$ cat config.mk
export PLATFORM = sky130hd
export DESIGN_NAME = multilevel_ready_queue_unit
export DESIGN_NICKNAME = d
export VERILOG_FILES = /design/src/rtl/mrq_pkg.sv /design/src/rtl/mrq_prio_enc.sv /design/src/rtl/mrq_ram.sv /design/src/rtl/multilevel_ready_queue_unit.sv
export SDC_FILE = /design/constraint.sdc
export NUM_CORES = 2
export LEC_CHECK = 0
export BUFFER_PORTS_ARGS = -buffer_cell sky130_fd_sc_hd__buf_4
export CAP_MARGIN = 20
export CORE_MARGIN = 2
export CORE_UTILIZATION = 30
export DETAILED_ROUTE_END_ITERATION = 12
export GPL_TIMING_DRIVEN = 0
export HOLD_SLACK_MARGIN = 0.08
export PLACE_DENSITY = 0.44
export SLEW_MARGIN = 5
export SYNTH_ARGS = -nofsm -noshare
export SYNTH_HDL_FRONTEND = slang
export SYNTH_SLANG_ARGS = --single-unit
$ cat constraint.sdc
create_clock -name clk -period 15.1 [get_ports clk]
set_clock_uncertainty 0.2 [all_clocks]
set_input_delay 3.02 -clock clk [delete_from_list [all_inputs] [get_ports clk]]
set_output_delay 3.02 -clock clk [all_outputs]
set_load 0.05 [all_outputs]
$ cat src/rtl/mrq_pkg.sv
// ---------------------------------------------------------------------------
// mrq_pkg: shared constants for the multilevel ready queue
// Command and status codes, default sizes.
// ---------------------------------------------------------------------------
`default_nettype none
package mrq_pkg;
	localparam int unsigned LEVELS_DEF  = 64;
	localparam int unsigned THREADS_DEF = 64;
	localparam int unsigned CMD_W  = 2;
	localparam int unsigned ID_W   = 6;
	localparam int unsigned LVL_W  = 6;
	localparam int unsigned STAT_W = 2;

	localparam logic [CMD_W-1:0] CMD_ENQ = 2'd0;
	localparam logic [CMD_W-1:0] CMD_DEQ = 2'd1;
	localparam logic [CMD_W-1:0] CMD_REQ = 2'd2;

	localparam logic [STAT_W-1:0] ST_DONE   = 2'd0;
	localparam logic [STAT_W-1:0] ST_EMPTY  = 2'd1;
	localparam logic [STAT_W-1:0] ST_REJECT = 2'd2;
endpackage
`default_nettype wire

$ cat src/rtl/mrq_prio_enc.sv
// ---------------------------------------------------------------------------
// mrq_prio_enc: registered highest-set-bit search over the occupancy map
// Flat scan of the whole map, index and hit flag registered once.
// ---------------------------------------------------------------------------
`default_nettype none
module mrq_prio_enc import mrq_pkg::*; #(
	parameter int unsigned LEVELS = LEVELS_DEF
) (
	input  wire logic                      clk,
	input  wire logic [LEVELS-1:0]         map,
	output logic                           any_q,
	output logic [$clog2(LEVELS)-1:0]      idx_q
);
	localparam int unsigned LW = $clog2(LEVELS);
	logic [LW-1:0] idx_c;
	logic          any_c;

	// scan upwards, the last hit is the highest level
	always_comb begin
		idx_c = '0;
		any_c = 1'b0;
		for (int i = 0; i < LEVELS; i++) begin
			if (map[i]) begin
				idx_c = LW'(i);
				any_c = 1'b1;
			end
		end
	end

	always_ff @(posedge clk) begin
		any_q <= any_c;
		idx_q <= idx_c;
	end
endmodule
`default_nettype wire

$ cat src/rtl/mrq_ram.sv
// ---------------------------------------------------------------------------
// mrq_ram: single-port-write, one-read synchronous memory
// Read data registered.
// ---------------------------------------------------------------------------
`default_nettype none
module mrq_ram #(
	parameter int unsigned DEPTH = 64,
	parameter int unsigned WIDTH = 8
) (
	input  wire logic                     clk,
	input  wire logic                     we,
	input  wire logic [$clog2(DEPTH)-1:0] waddr,
	input  wire logic [WIDTH-1:0]         wdata,
	input  wire logic [$clog2(DEPTH)-1:0] raddr,
	output logic      [WIDTH-1:0]         rdata
);
	logic [WIDTH-1:0] mem [DEPTH];
	always_ff @(posedge clk) begin
		if (we) mem[waddr] <= wdata;
		rdata <= mem[raddr];
	end
endmodule
`default_nettype wire

$ cat src/rtl/multilevel_ready_queue_unit.sv
// ---------------------------------------------------------------------------
// multilevel_ready_queue_unit: per-level FIFO ready queues of thread IDs
// Sequencer over head/tail and link memories.
// ---------------------------------------------------------------------------
// Usage:
//   Input channel (valid/ready) takes one command word: cmd, thread_id, level.
//   Output channel (out_valid/out_ready) returns one word per command:
//   served_id and status.
//   Enqueue appends at a level tail, dequeue pops the highest non-empty level,
//   requeue moves a queued thread. Each command is a read-modify-write
//   sequence over the level memory (head, tail) and the thread memory
//   (next, prev, level): a rejected word or empty dequeue goes from the
//   first read step to the result; a same-level requeue also reads the
//   thread entry; enqueue reads and writes the new level entry; dequeue
//   reads the head thread entry and unlinks it; a moving requeue unlinks
//   the thread (with a neighbour link fix when it sits mid-queue) and appends.
//   One command is in flight at a time; a new word is taken in the idle step
//   after the result has moved to the output register. While the receiver
//   stalls, one further command may run up to its result step and wait
//   there; the input then stays blocked.
//   Reset clears the occupancy and queued bits; memories need no clearing.
// ---------------------------------------------------------------------------
`default_nettype none
module multilevel_ready_queue_unit import mrq_pkg::*; #(
	parameter int unsigned LEVELS  = LEVELS_DEF,
	parameter int unsigned THREADS = THREADS_DEF
) (
	input  wire logic              clk,
	input  wire logic              arst_n,
	input  wire logic              in_valid,
	output logic                   in_ready,
	input  wire logic [CMD_W-1:0]  cmd,
	input  wire logic [ID_W-1:0]   thread_id,
	input  wire logic [LVL_W-1:0]  level,
	output logic                   out_valid,
	input  wire logic              out_ready,
	output logic [ID_W-1:0]        served_id,
	output logic [STAT_W-1:0]      status
);
	localparam int unsigned LW = $clog2(LEVELS);
	localparam int unsigned TW = $clog2(THREADS);

	localparam logic [3:0] S_IDLE  = 4'd0;
	localparam logic [3:0] S_RD1   = 4'd1;  // read level entry / thread entry
	localparam logic [3:0] S_UNL   = 4'd2;  // unlink decision
	localparam logic [3:0] S_UNL2  = 4'd3;  // neighbour link fix
	localparam logic [3:0] S_APRD  = 4'd4;  // read new level entry
	localparam logic [3:0] S_APWR  = 4'd5;  // append writes
	localparam logic [3:0] S_OUT   = 4'd6;
	localparam logic [3:0] S_DQRD  = 4'd7;  // read head thread entry
	localparam logic [3:0] S_APWR2 = 4'd8;

	logic [3:0] st_q;
	logic [LEVELS-1:0]  ne_q;
	logic [THREADS-1:0] qd_q;
	logic [CMD_W-1:0]   cmd_q;
	logic [TW-1:0]      t_q;
	logic [LW-1:0]      ol_q;
	logic [LW-1:0]      nl_q;
	logic [TW-1:0]      p_q, n_q;
	logic               ok_c_q;
	logic [ID_W-1:0]    id_q;
	logic [STAT_W-1:0]  stat_q;

	// level memory: {head, tail}; thread memory: {next, prev, level}
	logic           lm_we;
	logic [LW-1:0]  lm_wa, lm_ra;
	logic [2*TW-1:0] lm_wd, lm_rd;
	logic           tn_we, tp_we, tl_we;
	logic [TW-1:0]  tn_wa, tp_wa, tl_wa, tm_ra;
	logic [TW-1:0]  tn_wd, tp_wd, tn_rd, tp_rd;
	logic [LW-1:0]  tl_wd, tl_rd;

	mrq_ram #(.DEPTH(LEVELS), .WIDTH(2*TW)) u_lvl (.clk, .we(lm_we), .waddr(lm_wa),
		.wdata(lm_wd), .raddr(lm_ra), .rdata(lm_rd));
	mrq_ram #(.DEPTH(THREADS), .WIDTH(TW)) u_nxt (.clk, .we(tn_we), .waddr(tn_wa),
		.wdata(tn_wd), .raddr(tm_ra), .rdata(tn_rd));
	mrq_ram #(.DEPTH(THREADS), .WIDTH(TW)) u_prv (.clk, .we(tp_we), .waddr(tp_wa),
		.wdata(tp_wd), .raddr(tm_ra), .rdata(tp_rd));
	mrq_ram #(.DEPTH(THREADS), .WIDTH(LW)) u_tlv (.clk, .we(tl_we), .waddr(tl_wa),
		.wdata(tl_wd), .raddr(tm_ra), .rdata(tl_rd));

	logic          pe_any;
	logic [LW-1:0] pe_idx;
	mrq_prio_enc #(.LEVELS(LEVELS)) u_pe (.clk, .map(ne_q), .any_q(pe_any), .idx_q(pe_idx));

	logic ok_c, acc;
	assign ok_c = (32'(thread_id) < THREADS) && (32'(level) < LEVELS);
	assign in_ready = (st_q == S_IDLE);
	assign acc = in_valid && in_ready;

	logic enq_ok, req_ok, out_free;
	assign enq_ok = (cmd_q == CMD_ENQ) && ok_c_q && !qd_q[t_q];
	assign req_ok = (cmd_q == CMD_REQ) && ok_c_q && qd_q[t_q];
	// output register free this cycle
	assign out_free = !out_valid || out_ready;

	logic [TW-1:0] hd, tl;
	assign hd = lm_rd[2*TW-1:TW];
	assign tl = lm_rd[TW-1:0];

	// read addresses follow the current step
	always_comb begin
		lm_ra = ol_q;
		tm_ra = t_q;
		unique case (st_q)
			S_APRD:  lm_ra = nl_q;
			S_IDLE:  lm_ra = pe_idx;
			default: ;
		endcase
	end

	logic at_h, at_t;
	assign at_h = (hd == t_q);
	assign at_t = (tl == t_q);

	always_comb begin
		lm_we = 1'b0; lm_wa = ol_q; lm_wd = lm_rd;
		tn_we = 1'b0; tn_wa = p_q;  tn_wd = n_q;
		tp_we = 1'b0; tp_wa = n_q;  tp_wd = p_q;
		tl_we = 1'b0; tl_wa = t_q;  tl_wd = nl_q;
		unique case (st_q)
			S_UNL: begin
				if (at_h && !at_t) begin
					lm_we = 1'b1; lm_wd = {tn_rd, tl};
				end else if (at_t && !at_h) begin
					lm_we = 1'b1; lm_wd = {hd, tp_rd};
				end
			end
			S_UNL2: begin
				tn_we = 1'b1; tp_we = 1'b1;
			end
			S_APWR: begin
				lm_we = 1'b1; lm_wa = nl_q;
				tl_we = 1'b1;
				if (ne_q[nl_q]) begin
					lm_wd = {hd, t_q};
					tn_we = 1'b1; tn_wa = tl; tn_wd = t_q;
					tp_we = 1'b1; tp_wa = t_q; tp_wd = tl;
				end else begin
					lm_wd = {t_q, t_q};
				end
			end
			default: ;
		endcase
	end

	always_ff @(posedge clk or negedge arst_n) begin
		if (!arst_n) begin
			st_q <= S_IDLE;
			ne_q <= '0;
			qd_q <= '0;
			out_valid <= 1'b0;
		end else begin
			if (st_q == S_OUT && out_free) out_valid <= 1'b1;
			else if (out_ready) out_valid <= 1'b0;
			unique case (st_q)
				S_IDLE: if (acc) st_q <= S_RD1;
				S_RD1: begin
					// lm_rd now holds entry at pe_idx (dequeue)
					priority if (cmd_q == CMD_DEQ) st_q <= pe_any ? S_DQRD : S_OUT;
					else if (enq_ok) st_q <= S_APRD;
					else if (req_ok) st_q <= S_DQRD;
					else st_q <= S_OUT;
				end
				S_DQRD: begin
					// thread entry read now valid (requeue)
					if (cmd_q == CMD_REQ && tl_rd == nl_q) st_q <= S_OUT;
					else st_q <= S_APWR2;
				end
				S_APWR2: st_q <= S_UNL;
				S_UNL: begin
					if (at_h && at_t) ne_q[ol_q] <= 1'b0;
					qd_q[t_q] <= 1'b0;
					st_q <= (!at_h && !at_t) ? S_UNL2 :
						((cmd_q == CMD_REQ) ? S_APRD : S_OUT);
				end
				S_UNL2: st_q <= (cmd_q == CMD_REQ) ? S_APRD : S_OUT;
				S_APRD: st_q <= S_APWR;
				S_APWR: begin
					ne_q[nl_q] <= 1'b1;
					qd_q[t_q] <= 1'b1;
					st_q <= S_OUT;
				end
				S_OUT: if (out_free) st_q <= S_IDLE;
				default: st_q <= S_IDLE;
			endcase
		end
	end

	always_ff @(posedge clk) begin
		unique case (st_q)
			S_IDLE: begin
				if (acc) begin
					cmd_q <= cmd; t_q <= TW'(thread_id); nl_q <= LW'(level);
					ok_c_q <= ok_c;
					id_q <= thread_id; stat_q <= ST_REJECT;
				end
			end
			S_RD1: begin
				priority if (cmd_q == CMD_DEQ) begin
					if (!pe_any) begin
						id_q <= '0; stat_q <= ST_EMPTY;
					end else begin
						ol_q <= pe_idx; t_q <= hd;
						id_q <= ID_W'(hd); stat_q <= ST_DONE;
					end
				end else if (enq_ok || req_ok) begin
					stat_q <= ST_DONE;
				end else begin
					stat_q <= ST_REJECT;
				end
			end
			S_DQRD: if (cmd_q == CMD_REQ) ol_q <= tl_rd;
			S_APWR2: begin
				// level entry of old level being read
				p_q <= tp_rd; n_q <= tn_rd;
			end
			S_OUT: begin
				if (out_free) begin
					served_id <= id_q; status <= stat_q;
				end
			end
			default: ;
		endcase
	end
endmodule
`default_nettype wire

==> impl_results.md <==
- CP Capture Type: flop
- Post-layout min period: between 8 and 9 ns
- Final Setup Violations: 0
- Largest area contributor in the netlist: edfxtp_1
- P per Cell Area: 199 mW/mm²
- Total grt overflow: 0
- Worst hold start: id_q[4]
- Yosys Warn Count: 0
- Reg2Reg Setup Slack: 6.66 ns
- Final Net Count: 6253
- CP Max Fanout: 10
- Share of post-route cells with drive strength above 1: 0.126
- Clk sinks: between 2000 and 2500
- DR pass1 iterations: 6
- Primary FF master, synth: edfxtp_1
- CTS Buffer Depth: 4
- Post-CTS Setup Bufs: 0
- Relative slew slack: 0.140
- Top-count cell post-synth: edfxtp_1
- EDFF count, synth: 1968
- Top-area cell type share of the netlist area: 0.699
- Leak Pwr: ~32 nW
- IO Pins: 28
- Fin crit share: 0.559
- Crit start category: flop
- Max Slew Vio Count: 0
- Initial DRC count: 9059
- RR Endpoint: u_lvl.mem[23][2]
- Synthesized area per cell: between 10 and 15 µm²
- CP required: 15.49 ns
- Clk_lat worst skew: 0.93 ns
- Hold Buf Count CTS: 0
- CTS resizes: 0
- Detailed-route DRC error count: 0
- Largest family of logic cells by synthesized area: compound AO/OA/AOI/OAI gates
- Die width: 535 µm
- Crit path kind: flop to flop
- RSZ-0062 raised after global routing: no
- Placer Congestion: approximately 0.95
- Antenna-violating nets left: 0
- Most frequent cells after synthesis: edfxtp_1, nand2_1, a22oi_1
- CTS Buf Count: around 220
- Min-Delay Path Class: flop to flop
- Clock-pin slew of the registers on the worst-case setup and hold paths: around 0.060 ns
- Max frequency: around 120 MHz
- Effective utilization at floorplan: 0.302
- Row count: a little under 200
- Initial antenna violation count: 34
- Max_cap viols: 0
- CTS tree: done
- I/O Buffers: 27
- Hpwl dp: 254000 µm
- Core area: around 0.28 mm²
- Simple-Gate Fraction of Synth Area: 0.0644
- Distinct cells, synth: between 70 and 80
- Syn nets: 5848
- Worst-margin pin slew: roughly 1.3 ns
- Vias per cell: 5.76
- Synthesized cell area: 0.0846 mm²
- # fillers: ~27000
- Pin count of the biggest net entering global routing: 90
- Post-synthesis adder-cell area fraction: 0.000592
- Dominant cells by area after synthesis: edfxtp_1, a22oi_1, dfrtp_1
- R2R depth: 16
- Post-synthesis mux area share: 0.0287
- Dpl ws: around 6.9 ns
- XOR/XNOR Fraction of Synth Area: 0.00186
- DIE HEIGHT: ~530 µm
- Crit path arrival time: 8.83 ns
- Vias in the first global route: approximately 55000
- Setup TNS: 0 ns
- Vias after detailed routing: 58368
- Hold EP: served_id[4]
- CTS H-tree depth: 4
- Hold Path Stages: 0
- Outcome: completed
- WL per Instance: 36.9 µm
- Worst R2R Start: t_q[1]
- All-layer global routing usage: 0.254
- Seq/Total Area, Yosys: 0.747
- Asr flop ratio synth: 0.0622
- Compound-cell area share of the yosys netlist: 0.137
- Area Overhead vs Synth: 17.1%
- Worst vdd rail ir drop: ~130 µV
- Gate Count Post-Synth: 5826
- #FFs+latches synth: 2138
- Root Driver: clkbuf_16
- Final hold vios: 0
- Final core utilization: 0.354
- Fin worst setup slack: approximately 6.7 ns
- DRT Wirelength: between 300000 and 400000 µm
- Die area: between 0.2 and 0.3 mm²
- First-pass GRT wire length: just under 500000 µm
[kinds of logic (layout without fill, tap and decap cells)]
logic type,Yosys count,count (layout)
XOR/XNOR,18,18
buffers and inverters,421,1002
adder cells (fa/ha/maj),4,4
flip-flops,2138,2138
other,0,8
multiplexers,192,192
AND/OR/NAND/NOR,1286,1286
AO/OA/AOI/OAI,1767,1767
[critical path: stages, from the launching register on]
cell and delay, ns:
edfxtp_1 0.33, buf_2 0.24, buf_2 0.43, buf_2 0.62, buf_2 0.88, buf_2 0.81
buf_2 0.74, buf_1 0.44, buf_8 0.24, xnor2_1 0.13, nand3_1 0.17, ha_1 0.37
nand2_1 0.08, o21ai_0 0.54, nand2_1 0.64, nor2_1 0.83, buf_4 0.30
[how the worst max path moves through the flow]
stage | startpoint | endpoint | depth (start not counted)
after global placement | t_q[2] | u_lvl.mem[61][8] | 8
after CTS | t_q[1] | u_lvl.mem[23][2] | 16
after floorplan | nl_q[0] | u_nxt.mem[0][0] | 9
after global routing | t_q[1] | u_lvl.mem[23][0] | 16
final | t_q[1] | u_lvl.mem[23][2] | 16
after detailed placement | t_q[1] | u_lvl.mem[23][2] | 16
[through the flow]
stage               area (µm²)  instances  hold slack (ns)  power (mW)
floorplan                84600       5826            0.200        10.6
global placement         89400       9577            0.216        14.1
detailed placement       92200       9726            0.212        14.3
CTS                      99000      10127            0.182        19.7
global route             99100      10132            0.206        20.2
finish                   99100      10139            0.175        19.8
[power by group]
part / leakage, nW / switching [mW] / internal (mW) / total, mW
clock network: 3.37 / 2.40 / 3.01 / 5.41
registers: 19.9 / 0.246 / 7.29 / 7.53
logic: 8.74 / 5.17 / 1.64 / 6.81
total: 32.0 / 7.81 / 11.9 / 19.8
[metal layers]
| layer | part of all wire | up-vias | global-route usage |
|---|---|---|---|
| li1 | - | 23668 | - |
| met1 | 0.39 | 30569 | 0.332 |
| met2 | 0.46 | 3338 | 0.405 |
| met3 | 0.091 | 775 | 0.0508 |
| met4 | 0.056 | 18 | 0.123 |
| met5 | 0.00029 | - | 0 |
[state kept, by name (all words and copies together) (netlist names), 4 cells and up, named ones only]
signal       cells
p_q              6
ne_q            64
u_tlv.mem      384
served_id        6
u_lvl.rdata     12
u_tlv.rdata      6
st_q             4
u_prv.mem      384
u_lvl.mem      768
ol_q             6
n_q              6
u_nxt.mem      384
u_nxt.rdata      6
id_q             6
t_q              6
u_prv.rdata      6
u_pe.idx_q       6
nl_q             6
[cell usage in the layout, fill, tap and decap left out, types with 21 or more instances in the layout]
cell type / count
edfxtp_1: 1968
nand2_1: 669
a22oi_1: 487
a21oi_1: 473
nor2_1: 358
o21ai_0: 315
clkbuf_1: 280
clkbuf_16: 226
dfrtp_1: 133
a31oi_1: 128
a221oi_1: 124
buf_2: 120
a22o_1: 83
mux2i_1: 82
mux2_2: 73
buf_4: 60
clkinv_1: 44
clkinv_2: 40
buf_8: 39
dfxtp_1: 37
buf_6: 36
clkbuf_2: 34
nand3_1: 33
mux4_2: 32
buf_16: 32
nor3_1: 28
buf_1: 25
nor4_1: 25
inv_1: 21
[final cells by class]
cell class,instances,area [µm²],share of cell area
repair buffers,180,2610,0.0264
inverters,24,90.1,0.000909
diodes,8,20.0,0.000202
well taps,3724,4660,0.0470
multi-input cells,3267,20000,0.202
clock buffers,299,6010,0.0607
clock inverters,102,855,0.00863
plain buffers,397,1700,0.0172
flip-flops and latches,2138,63200,0.638
Power figures use the tool's default switching activity.
